### config.mk
export PLATFORM = sky130hd
export DESIGN_NAME = button_click_classifier_core
export DESIGN_NICKNAME = d
export VERILOG_FILES = /design/src/rtl/bcc_pkg.sv /design/src/rtl/bcc_cfg.sv /design/src/rtl/bcc_core.sv /design/src/rtl/bcc_outreg.sv /design/src/rtl/button_click_classifier_core.sv
export SDC_FILE = /design/constraint.sdc
export NUM_CORES = 1
export LEC_CHECK = 0
export ABC_AREA = 1
export BUFFER_PORTS_ARGS = -buffer_cell sky130_fd_sc_hd__clkbuf_2
export CORE_MARGIN = 8
export CORE_UTILIZATION = 40
export DETAILED_ROUTE_END_ITERATION = 8
export GPL_TIMING_DRIVEN = 0
export MAX_ROUTING_LAYER = met4
export SYNTH_ARGS = -nofsm -noshare
export SYNTH_HDL_FRONTEND = slang
export SYNTH_HIERARCHICAL = 1
export SYNTH_SLANG_ARGS = --single-unit
### constraint.sdc
create_clock -name clk -period 4.28 [get_ports clk]
set_input_delay 0.214 -clock clk [delete_from_list [all_inputs] [get_ports clk]]
set_output_delay 0.214 -clock clk [all_outputs]
set_load 0.1 [all_outputs]
### src/rtl/bcc_pkg.sv
`default_nettype none
package bcc_pkg;

	// Width of the press timer; the comparison width covers both it and the
	// 16-bit limit registers.
	localparam int TIMER_W = 16;
	localparam int CMP_W = (TIMER_W > 16) ? TIMER_W : 16;

	localparam int CFG_DATA_W = 16;
	localparam int CFG_IDX_W = 3;
	localparam int EVENT_W = 3;

	localparam logic [CFG_IDX_W-1:0] REG_DEBOUNCE = 3'd0;
	localparam logic [CFG_IDX_W-1:0] REG_CLICK = 3'd1;
	localparam logic [CFG_IDX_W-1:0] REG_LONG_CLICK = 3'd2;
	localparam logic [CFG_IDX_W-1:0] REG_DOUBLE_CLICK = 3'd3;
	localparam logic [CFG_IDX_W-1:0] REG_PAUSE = 3'd4;
	localparam logic [CFG_IDX_W-1:0] REG_DOUBLE_EN = 3'd5;

	localparam logic [EVENT_W-1:0] EV_NONE = 3'd0;
	localparam logic [EVENT_W-1:0] EV_SHORT = 3'd1;
	localparam logic [EVENT_W-1:0] EV_SINGLE = 3'd2;
	localparam logic [EVENT_W-1:0] EV_LONG = 3'd3;
	localparam logic [EVENT_W-1:0] EV_DOUBLE = 3'd4;

	typedef struct packed {
		logic [15:0] debounce_ticks;
		logic [15:0] click_ticks;
		logic [15:0] long_click_ticks;
		logic [15:0] double_click_ticks;
		logic [15:0] pause_ticks;
		logic        double_click_enable;
	} cfg_t;

	typedef struct packed {
		logic [EVENT_W-1:0] click_event;
		logic               hold_feedback;
	} res_t;

endpackage
`default_nettype wire

### src/rtl/bcc_cfg.sv
`default_nettype none
module bcc_cfg (
	input  wire logic                           clk,
	input  wire logic                           arst_n,
	input  wire logic                           wr_en,
	input  wire logic [bcc_pkg::CFG_IDX_W-1:0]  wr_index,
	input  wire logic [bcc_pkg::CFG_DATA_W-1:0] wr_data,
	output bcc_pkg::cfg_t                       cfg
);

	bcc_pkg::cfg_t cfg_q;

	always_ff @(posedge clk or negedge arst_n) begin
		if (!arst_n) begin
			cfg_q.debounce_ticks <= 16'd4;
			cfg_q.click_ticks <= 16'd256;
			cfg_q.long_click_ticks <= 16'd1024;
			cfg_q.double_click_ticks <= 16'd64;
			cfg_q.pause_ticks <= 16'd128;
			cfg_q.double_click_enable <= 1'b1;
		end else if (wr_en) begin
			unique case (wr_index)
				bcc_pkg::REG_DEBOUNCE:     cfg_q.debounce_ticks <= wr_data;
				bcc_pkg::REG_CLICK:        cfg_q.click_ticks <= wr_data;
				bcc_pkg::REG_LONG_CLICK:   cfg_q.long_click_ticks <= wr_data;
				bcc_pkg::REG_DOUBLE_CLICK: cfg_q.double_click_ticks <= wr_data;
				bcc_pkg::REG_PAUSE:        cfg_q.pause_ticks <= wr_data;
				bcc_pkg::REG_DOUBLE_EN:    cfg_q.double_click_enable <= wr_data[0];
				default: begin
				end
			endcase
		end
	end

	assign cfg = cfg_q;

endmodule
`default_nettype wire

### src/rtl/bcc_core.sv
`default_nettype none
module bcc_core (
	input  wire logic    clk,
	input  wire logic    arst_n,
	input  wire logic    in_valid,
	output logic         in_stall,
	input  wire logic    button_level,
	input  wire bcc_pkg::cfg_t cfg,
	input  wire logic    res_load,
	output logic         res_valid,
	output bcc_pkg::res_t res
);

	typedef enum logic [2:0] {
		PH_IDLE    = 3'd0,
		PH_CONFIRM = 3'd1,
		PH_HOLD    = 3'd2,
		PH_WAIT2   = 3'd3,
		PH_PAUSE   = 3'd4
	} phase_t;

	phase_t                       phase_q, phase_d;
	logic [15:0]                  sample_timer_q, sample_timer_d;
	logic [bcc_pkg::TIMER_W-1:0]  press_elapsed_q, press_elapsed_d;
	logic                         second_press_q, second_press_d;
	logic                         valid_s1;
	logic                         button_s1;

	logic                         pressed;
	logic                         advance;
	logic                         accept;
	logic [15:0]                  st_inc;
	logic                         due;
	logic [bcc_pkg::TIMER_W-1:0]  pe_inc;
	logic [bcc_pkg::CMP_W-1:0]    pe_x;
	logic [bcc_pkg::CMP_W-1:0]    click_x;
	logic [bcc_pkg::CMP_W-1:0]    long_x;
	logic [bcc_pkg::CMP_W-1:0]    double_x;

	function automatic logic [bcc_pkg::EVENT_W-1:0] classify(
		input logic                       second,
		input logic [bcc_pkg::CMP_W-1:0]  elapsed,
		input logic [bcc_pkg::CMP_W-1:0]  click_lim,
		input logic [bcc_pkg::CMP_W-1:0]  long_lim,
		input logic [bcc_pkg::CMP_W-1:0]  double_lim
	);
		logic [bcc_pkg::EVENT_W-1:0] ev;
		priority if (second) begin
			ev = (elapsed < double_lim) ? bcc_pkg::EV_DOUBLE : bcc_pkg::EV_NONE;
		end else if (elapsed < click_lim) begin
			ev = bcc_pkg::EV_SHORT;
		end else if (elapsed < long_lim) begin
			ev = bcc_pkg::EV_SINGLE;
		end else begin
			ev = bcc_pkg::EV_LONG;
		end
		return ev;
	endfunction

	// The tick in the input register is processed when the result register
	// can take its result.
	assign advance = valid_s1 && res_load;
	assign in_stall = valid_s1 && !res_load;
	assign accept = in_valid && !in_stall;
	assign pressed = !button_s1;

	assign st_inc = (sample_timer_q != 16'hFFFF) ? sample_timer_q + 16'd1 : sample_timer_q;
	assign due = (st_inc >= cfg.debounce_ticks);
	assign pe_inc = (press_elapsed_q != {bcc_pkg::TIMER_W{1'b1}}) ?
		press_elapsed_q + {{(bcc_pkg::TIMER_W-1){1'b0}}, 1'b1} : press_elapsed_q;
	assign pe_x = bcc_pkg::CMP_W'(pe_inc);
	assign click_x = bcc_pkg::CMP_W'(cfg.click_ticks);
	assign long_x = bcc_pkg::CMP_W'(cfg.long_click_ticks);
	assign double_x = bcc_pkg::CMP_W'(cfg.double_click_ticks);

	always_comb begin
		phase_d = phase_q;
		sample_timer_d = sample_timer_q;
		press_elapsed_d = press_elapsed_q;
		second_press_d = second_press_q;
		res.click_event = bcc_pkg::EV_NONE;
		res.hold_feedback = 1'b0;
		unique case (phase_q)
			PH_CONFIRM: begin
				sample_timer_d = due ? 16'd0 : st_inc;
				if (due) begin
					if (pressed) begin
						phase_d = PH_HOLD;
						press_elapsed_d = '0;
						second_press_d = 1'b0;
					end else begin
						phase_d = PH_PAUSE;
					end
				end
			end
			PH_HOLD: begin
				press_elapsed_d = pe_inc;
				res.hold_feedback = (pe_x > click_x);
				sample_timer_d = due ? 16'd0 : st_inc;
				if (due && (pe_x >= long_x || !pressed)) begin
					if (cfg.double_click_enable && pe_x < double_x) begin
						phase_d = PH_WAIT2;
					end else begin
						res.click_event = classify(second_press_q, pe_x, click_x, long_x,
							double_x);
						phase_d = PH_PAUSE;
					end
				end
			end
			PH_WAIT2: begin
				press_elapsed_d = pe_inc;
				sample_timer_d = due ? 16'd0 : st_inc;
				if (due) begin
					second_press_d = pressed;
					if (pe_x >= double_x || pressed) begin
						res.click_event = classify(pressed, pe_x, click_x, long_x, double_x);
						phase_d = PH_PAUSE;
					end
				end
			end
			PH_PAUSE: begin
				sample_timer_d = st_inc;
				if (st_inc >= cfg.pause_ticks) begin
					phase_d = PH_IDLE;
					sample_timer_d = 16'd0;
				end
			end
			default: begin
				// Idle polling; unused phase codes fall back here as well.
				phase_d = PH_IDLE;
				sample_timer_d = due ? 16'd0 : st_inc;
				if (due && pressed) begin
					phase_d = PH_CONFIRM;
				end
			end
		endcase
	end

	assign res_valid = advance;

	always_ff @(posedge clk or negedge arst_n) begin
		if (!arst_n) begin
			phase_q <= PH_IDLE;
			sample_timer_q <= 16'd0;
			press_elapsed_q <= '0;
			second_press_q <= 1'b0;
			valid_s1 <= 1'b0;
		end else begin
			valid_s1 <= (valid_s1 && !advance) || accept;
			if (advance) begin
				phase_q <= phase_d;
				sample_timer_q <= sample_timer_d;
				press_elapsed_q <= press_elapsed_d;
				second_press_q <= second_press_d;
			end
		end
	end

	always_ff @(posedge clk) begin
		if (accept) begin
			button_s1 <= button_level;
		end
	end

	a_event_enters_pause: assert property (@(posedge clk) disable iff (!arst_n)
		advance && res.click_event != bcc_pkg::EV_NONE |=> phase_q == PH_PAUSE)
		else $error("click event without entering pause");

	a_feedback_in_hold: assert property (@(posedge clk) disable iff (!arst_n)
		res.hold_feedback |-> phase_q == PH_HOLD)
		else $error("hold feedback outside hold phase");

	a_state_frozen: assert property (@(posedge clk) disable iff (!arst_n)
		!advance |=> $stable(phase_q) && $stable(sample_timer_q) && $stable(press_elapsed_q))
		else $error("state changed without a processed tick");

	a_stall_needs_item: assert property (@(posedge clk) disable iff (!arst_n)
		in_stall |-> valid_s1)
		else $error("input stalled with empty input register");

endmodule
`default_nettype wire

### src/rtl/bcc_outreg.sv
`default_nettype none
module bcc_outreg (
	input  wire logic                         clk,
	input  wire logic                         arst_n,
	input  wire logic                         res_valid,
	input  wire bcc_pkg::res_t                res,
	output logic                              res_load,
	output logic                              out_valid,
	input  wire logic                         out_stall,
	output logic [bcc_pkg::EVENT_W-1:0]       click_event,
	output logic                              hold_feedback
);

	logic          out_valid_q;
	bcc_pkg::res_t res_q;

	// The register takes a new result when empty or when its contents leave
	// in the same cycle.
	assign res_load = !out_valid_q || !out_stall;

	always_ff @(posedge clk or negedge arst_n) begin
		if (!arst_n) begin
			out_valid_q <= 1'b0;
		end else if (res_load) begin
			out_valid_q <= res_valid;
		end
	end

	always_ff @(posedge clk) begin
		if (res_load && res_valid) begin
			res_q <= res;
		end
	end

	assign out_valid = out_valid_q;
	assign click_event = res_q.click_event;
	assign hold_feedback = res_q.hold_feedback;

endmodule
`default_nettype wire

### src/rtl/button_click_classifier_core.sv
`default_nettype none
// Button click classifier. Each transfer on the input channel is one system
// tick carrying the raw active-low button level; each tick produces exactly
// one result transfer with a click event code (none, short, single, long,
// double) and a hold feedback flag.
// Input channel: in_valid / in_stall with button_level. Output channel:
// out_valid / out_stall with click_event and hold_feedback. A transfer
// happens on a rising edge where valid is high and stall is low.
// A tick goes into an input register, then through the classifier logic into
// the result register, from which its result transfer is made.
// Throughput: one tick per cycle unless the receiver stalls; the phase,
// sample and press counters are updated once per tick in a single step.
// While the receiver stalls, the result register holds and the input
// register can still take one more tick; after that in_stall is raised.
// The user writes registers via wr_en / wr_index / wr_data only while the
// block is idle; the block does not enforce this. Reset restores the default
// register values and returns to idle polling with all counters cleared.
module button_click_classifier_core (
	input  wire logic                           clk,
	input  wire logic                           arst_n,
	input  wire logic                           in_valid,
	output logic                                in_stall,
	input  wire logic                           button_level,
	output logic                                out_valid,
	input  wire logic                           out_stall,
	output logic [bcc_pkg::EVENT_W-1:0]         click_event,
	output logic                                hold_feedback,
	input  wire logic                           wr_en,
	input  wire logic [bcc_pkg::CFG_IDX_W-1:0]  wr_index,
	input  wire logic [bcc_pkg::CFG_DATA_W-1:0] wr_data
);

	bcc_pkg::cfg_t cfg;
	bcc_pkg::res_t res;
	logic          res_valid;
	logic          res_load;

	bcc_cfg u_cfg (
		.clk      (clk),
		.arst_n   (arst_n),
		.wr_en    (wr_en),
		.wr_index (wr_index),
		.wr_data  (wr_data),
		.cfg      (cfg)
	);

	bcc_core u_core (
		.clk          (clk),
		.arst_n       (arst_n),
		.in_valid     (in_valid),
		.in_stall     (in_stall),
		.button_level (button_level),
		.cfg          (cfg),
		.res_load     (res_load),
		.res_valid    (res_valid),
		.res          (res)
	);

	bcc_outreg u_outreg (
		.clk           (clk),
		.arst_n        (arst_n),
		.res_valid     (res_valid),
		.res           (res),
		.res_load      (res_load),
		.out_valid     (out_valid),
		.out_stall     (out_stall),
		.click_event   (click_event),
		.hold_feedback (hold_feedback)
	);

endmodule
`default_nettype wire
==> summary.md, run 1 <==
| Metric | Value |
|---|---|
| Routed met3 length | `629 um` |
| Die Area | `24600 um^2` |
| Number of max-cap violations | `0` |
| H-tree Lvls | `4` |
| ANT nets after route | `0` |
| Non-Filler Instances | `1369` |
| Cts hold-fix bufs | `3` |
| Port bufs | `30` |
| Metal2 WL | `8.84 mm` |
| Sequential share of power | `37.1%` |
| Final #Nets | `1195` |
| Post-synthesis sequential area ratio | `39.5%` |
| Min Clock Period, post-route | `3.93 ns` |
| Tot Pwr | `4.17 mW` |
| Worst path cell trace | `ha_1 -> nand3_1 -> nor2_4 -> nand2_2 -> inv_1 -> nor2_1 -> nand2_1 -> xnor2_1 -> ha_1 -> nand2_1 -> nor2_1 -> nand2_1 -> nand4_1 -> nand2_1 -> nand2_1 -> a21boi_0 -> nand3_1 -> nand2_2 -> inv_1 -> nand2_1 -> nand2_1 -> and2_1` |
| Pins Over Slew Limit | `0` |
| Startpoint Class | `register` |
| Filler Cell Count | `1963` |
| Number of flops mapped to enable cells by yosys | `5` |
| Leakage power | `4.88 nW` |
| Hold Crit Start | `out_stall` |
| Core Rows | `51` |
| Max stage delay cell, worst path | `xnor2_1` |
| Core area | `19500 um^2` |
| Async SR Flop Fraction | `96.0%` |
| Yosys top cell by area | `dfrtp_1` |
| Inserted Clock Buffers | `17` |
| Mapped Cells | `1038` |
| Crit path launch | `u_core/press_elapsed_q[0]$_DFFE_PN0P_` |
| DR pass1 iterations | `5` |
| Pwr/cell area | `461 nW/um^2` |
| Clock Latency Late Sink | `0.41 ns` |
| P_int | `2.65 mW` |
| Critical path required time | `4.45 ns` |
| DP Wirelength | `15.6 mm` |
| Max-slew headroom | `50.9%` |
| Vias in the first global route | `6579` |
| Routed len/inst | `15.0 um` |
| First-pass GRT wire length | `34.1 mm` |
| DRT Wirelength | `20.6 mm` |
| Final design utilization | `46.5%` |
| R2r startpoint | `u_core/press_elapsed_q[0]$_DFFE_PN0P_` |
| DRC viols | `0` |
| Crit path DAT | `4.10 ns` |
| Post-Syn Area | `7940 um^2` |
| Initial antenna violation count | `0` |
| Most frequent cell after synthesis | `nand2_1` |
| Worst-margin pin slew | `0.732 ns` |
| Max Buffers Root-to-Sink | `2` |
| Syn avg cell area | `7.65 um^2` |
| Setup WS pre-CTS | `0.363 ns` |
| Post-Route Setup TNS | `0 ns` |
| Synth warn | `6` |
| IO Pins | `31` |
| Crit path largest cell delay | `0.59 ns` |
| Cells after DPL | `1334` |
| Top_reg_cell synth | `dfrtp_1` |
| Hold slack | `0.0621 ns` |
| Clock Skews | `0.00916 ns` |
| Maximum net fanout on the critical path | `5` |
| Psw | `1.52 mW` |
| Initial DRC Count | `496` |
| Final Hold Fails | `0` |
| Clk pin slew, worst setup/hold paths | `0.06 ns` |
| Area grow syn2layout | `13.9%` |
| Routability Congestion | `0.856` |
| Grt ovf | `0` |
| Clock power share | `32.8%` |
| Fmax | `255 MHz` |
| Setup violations, final | `0` |
| Vias per cell | `4.94` |
| Sw Share | `36.4%` |
| # diodes | `0` |
| Finished Cell Area | `9050 um^2` |
| Vias | `6761` |
| Ratio of final minimum period to clock period | `91.8%` |
| Area share of the largest cell type after synthesis | `35.6%` |
| Die height | `157 um` |
| RSZ-0062 raised after global routing | `false` |
| Layout cells sized above 1 | `12.2%` |
| Clock Tree Root | `clkbuf_16` |
| Max IR drop VDD | `0.294 mV` |
| Cts repair resizes | `0` |
| Syn Nets | `1142` |
| Worst setup margin | `0.351 ns` |
| Largest net degree at the start of global routing | `100` |
| Synth cell count leaders | `nand2_1, inv_1, dfrtp_1, nand3_1, ha_1` |
| Yosys cell types | `42` |
| Critical path type | `reg -> reg` |
| Crit end category | `register` |
| Status | `finished, final reports clean` |
| Clk sinks | `124` |
| Uppermost layer routed | `met4` |
| Metal-1 WL | `10.8 mm` |
| FF+latch count, synth | `124` |
| Initial Utilization | `40.8%` |
| Post-CTS Setup Inserts | `0` |
| GRT Util Overall | `18.4%` |
| Comb pwr share | `30.1%` |
| Chip width | `157 um` |
| Most used cell, CP | `nand2_1` |
| CTS tree | `done` |
| Placed cell area | `8460 um^2` |
| Worst Hold Class | `in -> reg` |
| Top cells by area, synth | `dfrtp_1, nand2_1, ha_1` |
==> worst max-delay path, delay by kind of cell, from the launching register on <==
family / cells / cell delay, ns
DFF: 1 / 0.46
buffers and inverters: 2 / 0.12
adders and majority gates: 2 / 0.63
AOI/OAI and AO/OA: 1 / 0.38
and+or+nand+nor: 16 / 1.50
xor gates and xnor gates: 1 / 0.59
==> registers in the layout, summed over array words and instances, names as in the netlist <==
signal and cells:
u_cfg/cfg 81, u_core/press_elapsed_q 16, u_core/sample_timer_q 16, u_core/phase_q 3
u_outreg/click_event 3, u_core/button_s1 1, u_core/second_press_q 1, u_core/valid_s1 1
u_outreg/hold_feedback 1, u_outreg/out_valid 1
==> power by group through the flow <==
| stage | Combinational, mW | Clock [mW] | Sequential [mW] |
|---|---|---|---|
| after CTS | 1.26 | 1.40 | 1.55 |
| after global routing | 1.45 | 1.45 | 1.57 |
| after detailed placement | 1.25 | 0 | 1.56 |
| after floorplan | 0.899 | 0 | 1.55 |
| final | 1.26 | 1.37 | 1.55 |
| after global placement | 1.22 | 0 | 1.56 |
==> metal layers <==
metal  up-vias  global-route usage [%]
met5         -                       -
met4         0                    5.63
met3        16                    2.36
met2       112                    27.2
met1      3174                    25.8
li1       3459                       -
==> final timing paths <==
check	end	slack, ns	cells after the start
max in group asynchronous	u_cfg/cfg[8]$_DFFE_PN1P_	3.28	3
setup reg to reg	u_outreg/click_event[1]$_DFFE_PP_	0.35	22
min in group asynchronous	u_core/press_elapsed_q[9]$_DFFE_PN0P_	0.24	2
hold / removal	u_outreg/out_valid$_DFFE_PN0P_	0.06	3
hold reg to reg	u_cfg/cfg[57]$_DFFE_PN1P_	0.46	2
setup / recovery	u_outreg/click_event[1]$_DFFE_PP_	0.35	22
==> final cells by class <==
cell class                      count  area (um^2)  area share [%]
Sequential cell                   124         3140            34.7
Clock inverter                     11         95.1            1.05
Inverter                          135          507            5.60
Multi-Input combinational cell    756         4180            46.1
Timing Repair Buffer               34          216            2.39
Tap cell                          265          332            3.66
Buffer                             23          126            1.40
Clock buffer                       21          460            5.09
==> cells in the final DEF (no fill, tap or decap), types with 14 or more instances in the layout <==
cell	count
o21ai_0	24
buf_2	14
nand2_2	15
inv_1	127
clkbuf_2	29
a21oi_1	40
clkbuf_16	17
nand3_1	100
nor2_1	42
nand2_1	360
ha_1	79
nand4_1	21
dfrtp_1	113
==> logic make-up (layout without fill, tap and decap cells) <==
group           after synthesis  in the layout  share of synthesized area [%]
fa+ha+maj                    79             79                           12.4
simple gates                575            575                           32.1
xor+xnor                     19             19                           2.09
flops                       124            124                           39.5
buf+inv                     158            224                           7.97
compound gates               83             83                           5.92
No activity file was read; power rests on OpenSTA's default activity.
==> inputs of run 2 (changes only) <==
- CELL_PAD_IN_SITES_DETAIL_PLACEMENT: unset -> 1
- CELL_PAD_IN_SITES_GLOBAL_PLACEMENT: unset -> 1
- PLACE_DENSITY_LB_ADDON: unset -> 0.1
- clock period: 4.28 -> 4.95 ns (I/O delays scaled with it)
==> run 2 against run 1 <==
Clock power down 3%. Via count up 2.9%. Total power down 8.9%.
==> summary.md, run 2 (synthesized netlist as in run 1, its figures left out) <==
| Metric | Value |
|---|---|
| Tot Pwr | `3.80 mW` |
| RSZ-0062 raised after global routing | `false` |
| Cts repair resizes | `0` |
| GRT Util Overall | `20.9%` |
| First-pass GRT wire length | `38.5 mm` |
| Max IR drop VDD | `0.229 mV` |
| Final Hold Fails | `0` |
| Clk pin slew, worst setup/hold paths | `0.06 ns` |
| Core Rows | `51` |
| IO Pins | `31` |
| Area occupied by multi-input gates | `4180 um^2` |
| Clock Latency Late Sink | `0.42 ns` |
| Commonest non-fill, non-tap cells in the layout | `nand2_1, inv_1, dfrtp_1, nand3_1, ha_1` |
| Port bufs | `30` |
| Worst Hold Class | `in -> reg` |
| Initial DRC Count | `256` |
| CP top delay family | `simple AND/OR/NAND/NOR gates` |
| DP Wirelength | `17.8 mm` |
| Uppermost layer routed | `met4` |
| Routability Congestion | `0.855` |
| Fmax | `230 MHz` |
| Clock Skews | `0.0129 ns` |
| Initial Utilization | `40.8%` |
| Vias in the first global route | `7322` |
| Critical path required time | `5.12 ns` |
| Filler Cell Count | `2483` |
| Max-slew headroom | `45.1%` |
| Ratio of final minimum period to clock period | `87.8%` |
| Commonest non-fill, non-tap cell in the layout | `nand2_1` |
| Largest net degree at the start of global routing | `89` |
| Startpoint Class | `register` |
| Cells after DPL | `1334` |
| Max stage delay cell, worst path | `xnor2_1` |
| DR pass1 iterations | `4` |
| Min Clock Period, post-route | `4.35 ns` |
| Pins Over Slew Limit | `0` |
| Layout cells sized above 1 | `12.2%` |
| Worst path cell trace | `ha_1 -> nand3_1 -> nor2_4 -> nand2_2 -> nand3_2 -> nor2_4 -> nand4_1 -> xnor2_1 -> ha_1 -> a21oi_1 -> o21ai_0 -> a21boi_0 -> nand2_1 -> a21boi_0 -> nand3_1 -> nand2_2 -> inv_1 -> nand2_1 -> nand2_1 -> and2_1` |
| Pwr/cell area | `417 nW/um^2` |
| Leakage power | `4.93 nW` |
| Inserted Clock Buffers | `17` |
| Vias per cell | `5.09` |
| Final #Nets | `1194` |
| ANT nets after route | `0` |
| Crit end category | `register` |
| Max reg flops | `81` |
| DRT Wirelength | `23.6 mm` |
| Status | `finished, final reports clean` |
| Metal-1 WL | `11.4 mm` |
| Core area | `19500 um^2` |
| Crit path DAT | `4.52 ns` |
| Crit path largest cell delay | `0.58 ns` |
| Max Buffers Root-to-Sink | `2` |
| Most used cell, CP | `nand2_1` |
| Routed len/inst | `17.3 um` |
| Clk sinks | `124` |
| Setup violations, final | `0` |
| # diodes | `0` |
| Die height | `157 um` |
| Hold Crit Depth | `3` |
| Clock Tree Root | `clkbuf_16` |
| Worst reg2reg setup slack | `0.60 ns` |
| Post-CTS Setup Inserts | `0` |
| Routed met3 length | `772 um` |
| Metal2 WL | `11.1 mm` |
| Critical path type | `reg -> reg` |
| R2r startpoint | `u_core/press_elapsed_q[0]$_DFFE_PN0P_` |
| Post-Route Setup TNS | `0 ns` |
| H-tree Lvls | `4` |
| Worst-margin pin slew | `0.818 ns` |
| Hold Crit Start | `in_valid` |
| Vias | `6955` |
| WHS Endpoint | `u_core/valid_s1$_DFF_PN0_` |
| Initial antenna violation count | `0` |
| RR Endpoint | `u_outreg/click_event[1]$_DFFE_PP_` |
| Buf/Inv on CP | `1` |
| Chip width | `157 um` |
| Grt ovf | `0` |
| Sequential standard cell area | `3140 um^2` |
| Die Area | `24600 um^2` |
| Non-Filler Instances | `1367` |
| Area grow syn2layout | `14.7%` |
| DRC viols | `0` |
| Number of max-cap violations | `0` |
| FF-to-FF path depth | `20` |
| Maximum net fanout on the critical path | `5` |
| CTS tree | `done` |
-- run 2: routing by layer --
metal / GRT usage [%] / up-vias
met2: 33.5 / 78
li1: - / 3441
met3: 3.10 / 14
met4: 6.13 / 0
met5: - / -
met1: 27.2 / 3422
-- run 2: tightest hold or removal path, delay by kind of cell --
family	cells	cell delay, ns
AND/OR/NAND/NOR	1	0.07
buffers and inverters	2	0.11
-- run 2: worst max path at each step --
stage / from / endpoint / slack (ns) / cells after the start
after detailed placement: u_core/press_elapsed_q[0]$_DFFE_PN0P_ / u_outreg/click_event[1]$_DFFE_PP_ / 0.57 / 20
final: u_core/press_elapsed_q[0]$_DFFE_PN0P_ / u_outreg/click_event[1]$_DFFE_PP_ / 0.60 / 20
after global routing: u_core/press_elapsed_q[0]$_DFFE_PN0P_ / u_outreg/click_event[1]$_DFFE_PP_ / 0.26 / 20
after global placement: u_core/press_elapsed_q[0]$_DFFE_PN0P_ / u_outreg/click_event[1]$_DFFE_PP_ / 0.60 / 20
after floorplan: u_core/press_elapsed_q[0]$_DFFE_PN0P_ / u_outreg/click_event[1]$_DFFE_PP_ / 1.75 / 21
after CTS: u_core/press_elapsed_q[0]$_DFFE_PN0P_ / u_outreg/click_event[1]$_DFFE_PP_ / 0.51 / 20
-- run 2: stage by stage --
stage	instance area, um^2	hold slack, ns	utilization [%]	worst slack [ns]
after floorplan	7940	-0.0481	-	1.75
after global placement	8430	0.426	43.3	0.600
after detailed placement	8460	0.175	43.5	0.570
after CTS	9110	0.0312	46.8	0.514
after global routing	9110	0.0529	46.8	0.261
final	9110	0.0462	46.8	0.601
-- run 2: timing repair --
action	in CTS	in global routing
hold buffers	2	0
setup endpoints to repair	0	0
hold endpoints to repair	30	0
-- run 2: final cells by class --
| cell class | instances | share of cell area [%] |
|---|---|---|
| Inverter | 135 | 5.56 |
| Buffer | 23 | 1.39 |
| Multi-Input combinational cell | 756 | 45.8 |
| Clock buffer | 25 | 5.78 |
| Tap cell | 265 | 3.64 |
| Timing Repair Buffer | 33 | 2.27 |
| Sequential cell | 124 | 34.4 |
| Clock inverter | 6 | 1.15 |
-- run 2: power breakdown --
part           internal, mW  total, mW  switching [mW]
Clock                 0.885       1.33           0.450
Sequential             1.21       1.34           0.131
Combinational         0.376       1.13           0.751
==> inputs of run 3 (changes only) <==
- ABC_AREA: 1 -> unset
- TNS_END_PERCENT: unset -> 5
==> run 3 against run 2 <==
Clock skew fell by 0.0011 ns. Synthesized area fell by 0.49%. Die area fell by 0.44%. Register-to-register slack got worse by 0.24 ns. Sequential share of layout area did not move. Routed wire length fell by 4.8%. Non-clock buffer count rose by 1.
==> summary.md, run 3 <==
| Metric | Value |
|---|---|
| Status | `finished, final reports clean` |
| Max-slew headroom | `40.0%` |
| Ratio of final minimum period to clock period | `92.7%` |
| First-pass GRT wire length | `36.5 mm` |
| Vias in the first global route | `6669` |
| CP endpoint | `u_outreg/click_event[2]$_DFFE_PP_` |
| Clk pin slew, worst setup/hold paths | `0.06 ns` |
| Final design utilization | `46.8%` |
| Startpoint Class | `register` |
| Async SR Flop Fraction | `96.0%` |
| Pins Over Slew Limit | `0` |
| Routability Congestion | `0.860` |
| Mapped Cells | `778` |
| Largest net degree at the start of global routing | `85` |
| Max reg flops | `81` |
| Synth warn | `6` |
| Synth cell count leaders | `dfrtp_1, inv_1, mux2_2, ha_1, nand2_1` |
| Max IR drop VDD | `0.224 mV` |
| Syn avg cell area | `10.2 um^2` |
| Clock Tree Root | `clkbuf_16` |
| ANT nets after route | `0` |
| Number of max-cap violations | `0` |
| Final #Nets | `934` |
| Initial Utilization | `40.6%` |
| Chip width | `157 um` |
| Most frequent cell after synthesis | `dfrtp_1` |
| Maximum net fanout on the critical path | `7` |
| Buf/Inv on CP | `0` |
| Initial antenna violation count | `0` |
| Core Rows | `51` |
| Area share of the largest cell type after synthesis | `35.8%` |
| Post-synthesis sequential area ratio | `39.7%` |
| Top cells by area, synth | `dfrtp_1, ha_1, mux2_2` |
| Post-Syn Area | `7910 um^2` |
| Main combinational cell family by area after synthesis | `simple AND/OR/NAND/NOR gates` |
| Final Hold Fails | `0` |
| CP top delay family | `simple AND/OR/NAND/NOR gates` |
| Adder-Cell Fraction of Synth Area | `12.5%` |
| Grt ovf | `0` |
| Setup violations, final | `0` |
| Inserted Clock Buffers | `17` |
| RSZ-0062 raised after global routing | `false` |
| Layout cells sized above 1 | `22.7%` |
| H-tree Lvls | `4` |
| DR pass1 iterations | `4` |
| DRT Wirelength | `22.5 mm` |
| Crit path largest cell delay | `0.50 ns` |
| Synth Area in XOR/XNOR | `2.77%` |
| Fmax | `218 MHz` |
| Worst-margin pin slew | `0.898 ns` |
| FF-to-FF path depth | `14` |
| Min Clock Period, post-route | `4.59 ns` |
| Crit end category | `register` |
| IO Pins | `31` |
| Crit path launch | `u_core/press_elapsed_q[0]$_DFFE_PN0P_` |
| Worst reg2reg setup slack | `0.36 ns` |
| Top_reg_cell synth | `dfrtp_1` |
| Clock Skews | `0.0118 ns` |
| Die Area | `24500 um^2` |
| Mux contribution to synthesized area | `12.1%` |
| Post-synthesis compound-gate area fraction | `12.6%` |
| Worst setup margin | `0.360 ns` |
| Leakage power | `4.28 nW` |
| CTS tree | `done` |
| Yosys top cell by area | `dfrtp_1` |
| Finished Cell Area | `9110 um^2` |
| Placed cell area | `8420 um^2` |
| Yosys cell types | `74` |
| Worst Hold Class | `in -> reg` |
| Commonest non-fill, non-tap cell in the layout | `dfrtp_1` |
| Port bufs | `30` |
| # diodes | `0` |
| GRT Util Overall | `19.9%` |
| Pwr/cell area | `432 nW/um^2` |
| Core area | `19500 um^2` |
| R2r startpoint | `u_core/press_elapsed_q[0]$_DFFE_PN0P_` |
| Setup WS pre-CTS | `-1.02 ns` |
| DRC viols | `0` |
| DP Wirelength | `17.2 mm` |
| Crit path DAT | `4.76 ns` |
| Stages on the worst setup path | `14` |
| Clk sinks | `124` |
| Vias per cell | `5.52` |
| Clock Latency Late Sink | `0.42 ns` |
| Initial DRC Count | `221` |
| Syn Nets | `882` |
| RR Endpoint | `u_outreg/click_event[2]$_DFFE_PP_` |
| Commonest non-fill, non-tap cells in the layout | `dfrtp_1, inv_1, mux2_2, ha_1, nand2_1` |
| Critical path type | `reg -> reg` |
| Max Buffers Root-to-Sink | `2` |
| FF+latch count, synth | `124` |
| Critical path required time | `5.12 ns` |
| Worst path cell trace | `ha_1 -> nand3_1 -> o41ai_2 -> nor3_2 -> nand3_1 -> nor2_1 -> xor2_1 -> ha_1 -> nand4_1 -> nor4_1 -> o221a_2 -> o31ai_2 -> or4b_1 -> a2111oi_1` |
| Routed len/inst | `20.3 um` |
| Number of flops mapped to enable cells by yosys | `5` |
| Area grow syn2layout | `15.3%` |
| Filler Cell Count | `2189` |
| Die height | `157 um` |
| Simple-gate share of the synthesized area | `13.8%` |
| Hold slack | `0.0405 ns` |
| Vias | `6112` |
| Max stage delay cell, worst path | `or4b_1` |
run 3: power by group:
group / total, mW / switching (mW) / internal [mW] / leakage (nW)
Clock: 1.30 / 0.486 / 0.813 / 0.290
Combinational: 1.25 / 0.742 / 0.509 / 2.47
Sequential: 1.38 / 0.154 / 1.23 / 1.51
Total: 3.94 / 1.38 / 2.55 / 4.28
run 3: cell type report:
class / count / area, um^2 / share of cell area [%]
Inverter: 95 / 357 / 3.91
Multi-Input combinational cell: 535 / 4310 / 47.3
Clock inverter: 11 / 155 / 1.70
Timing Repair Buffer: 34 / 214 / 2.35
Buffer: 23 / 156 / 1.72
Tap cell: 265 / 332 / 3.64
Clock buffer: 21 / 450 / 4.94
Sequential cell: 124 / 3140 / 34.4
run 3: worst min-delay path by stage:
stage,start,endpoint,slack [ns],cells after the start
final,in_valid,u_core/valid_s1$_DFF_PN0_,0.04,2
after global routing,in_valid,u_core/valid_s1$_DFF_PN0_,0.03,2
after CTS,in_valid,u_core/valid_s1$_DFF_PN0_,0.02,2
after detailed placement,arst_n,u_core/press_elapsed_q[11]$_DFFE_PN0P_,0.19,1
after global placement,button_level,u_core/button_s1$_DFFE_PP_,0.43,1
after floorplan,arst_n,u_cfg/cfg[10]$_DFFE_PN0P_,-0.05,0
run 3: routing by layer:
| metal | share of wire [%] | global-route usage, % | vias up |
|---|---|---|---|
| li1 | - | - | 2900 |
| met1 | 44 | 23.0 | 3131 |
| met2 | 53 | 35.2 | 59 |
| met3 | 1.8 | 3.17 | 22 |
| met4 | 1.7 | 5.63 | 0 |
| met5 | 0 | - | - |
run 3: cell families (layout without fill, tap and decap cells):
group,after synthesis,count (layout)
and+or+nand+nor,199,199
AOI/OAI and AO/OA,147,147
DFF,124,124
buffers and inverters,119,184
muxes,85,85
adders and majority gates,79,79
xor gates and xnor gates,25,25
run 3: timing repair:
action,CTS,global route
resized for setup,9,6
hold endpoints to repair,35,0
setup endpoints to repair,38,32
hold buffers,2,0
buffers inserted,0,1
pin swaps,0,2
run 3: per-stage QoR:
step	std cells	power (mW)	setup TNS (ns)
after CTS	1108	3.97	0
final	1108	3.94	0
after floorplan	778	2.22	0
after global placement	1073	2.56	-20.67
after global routing	1108	4.19	0
after detailed placement	1074	2.64	-21.63
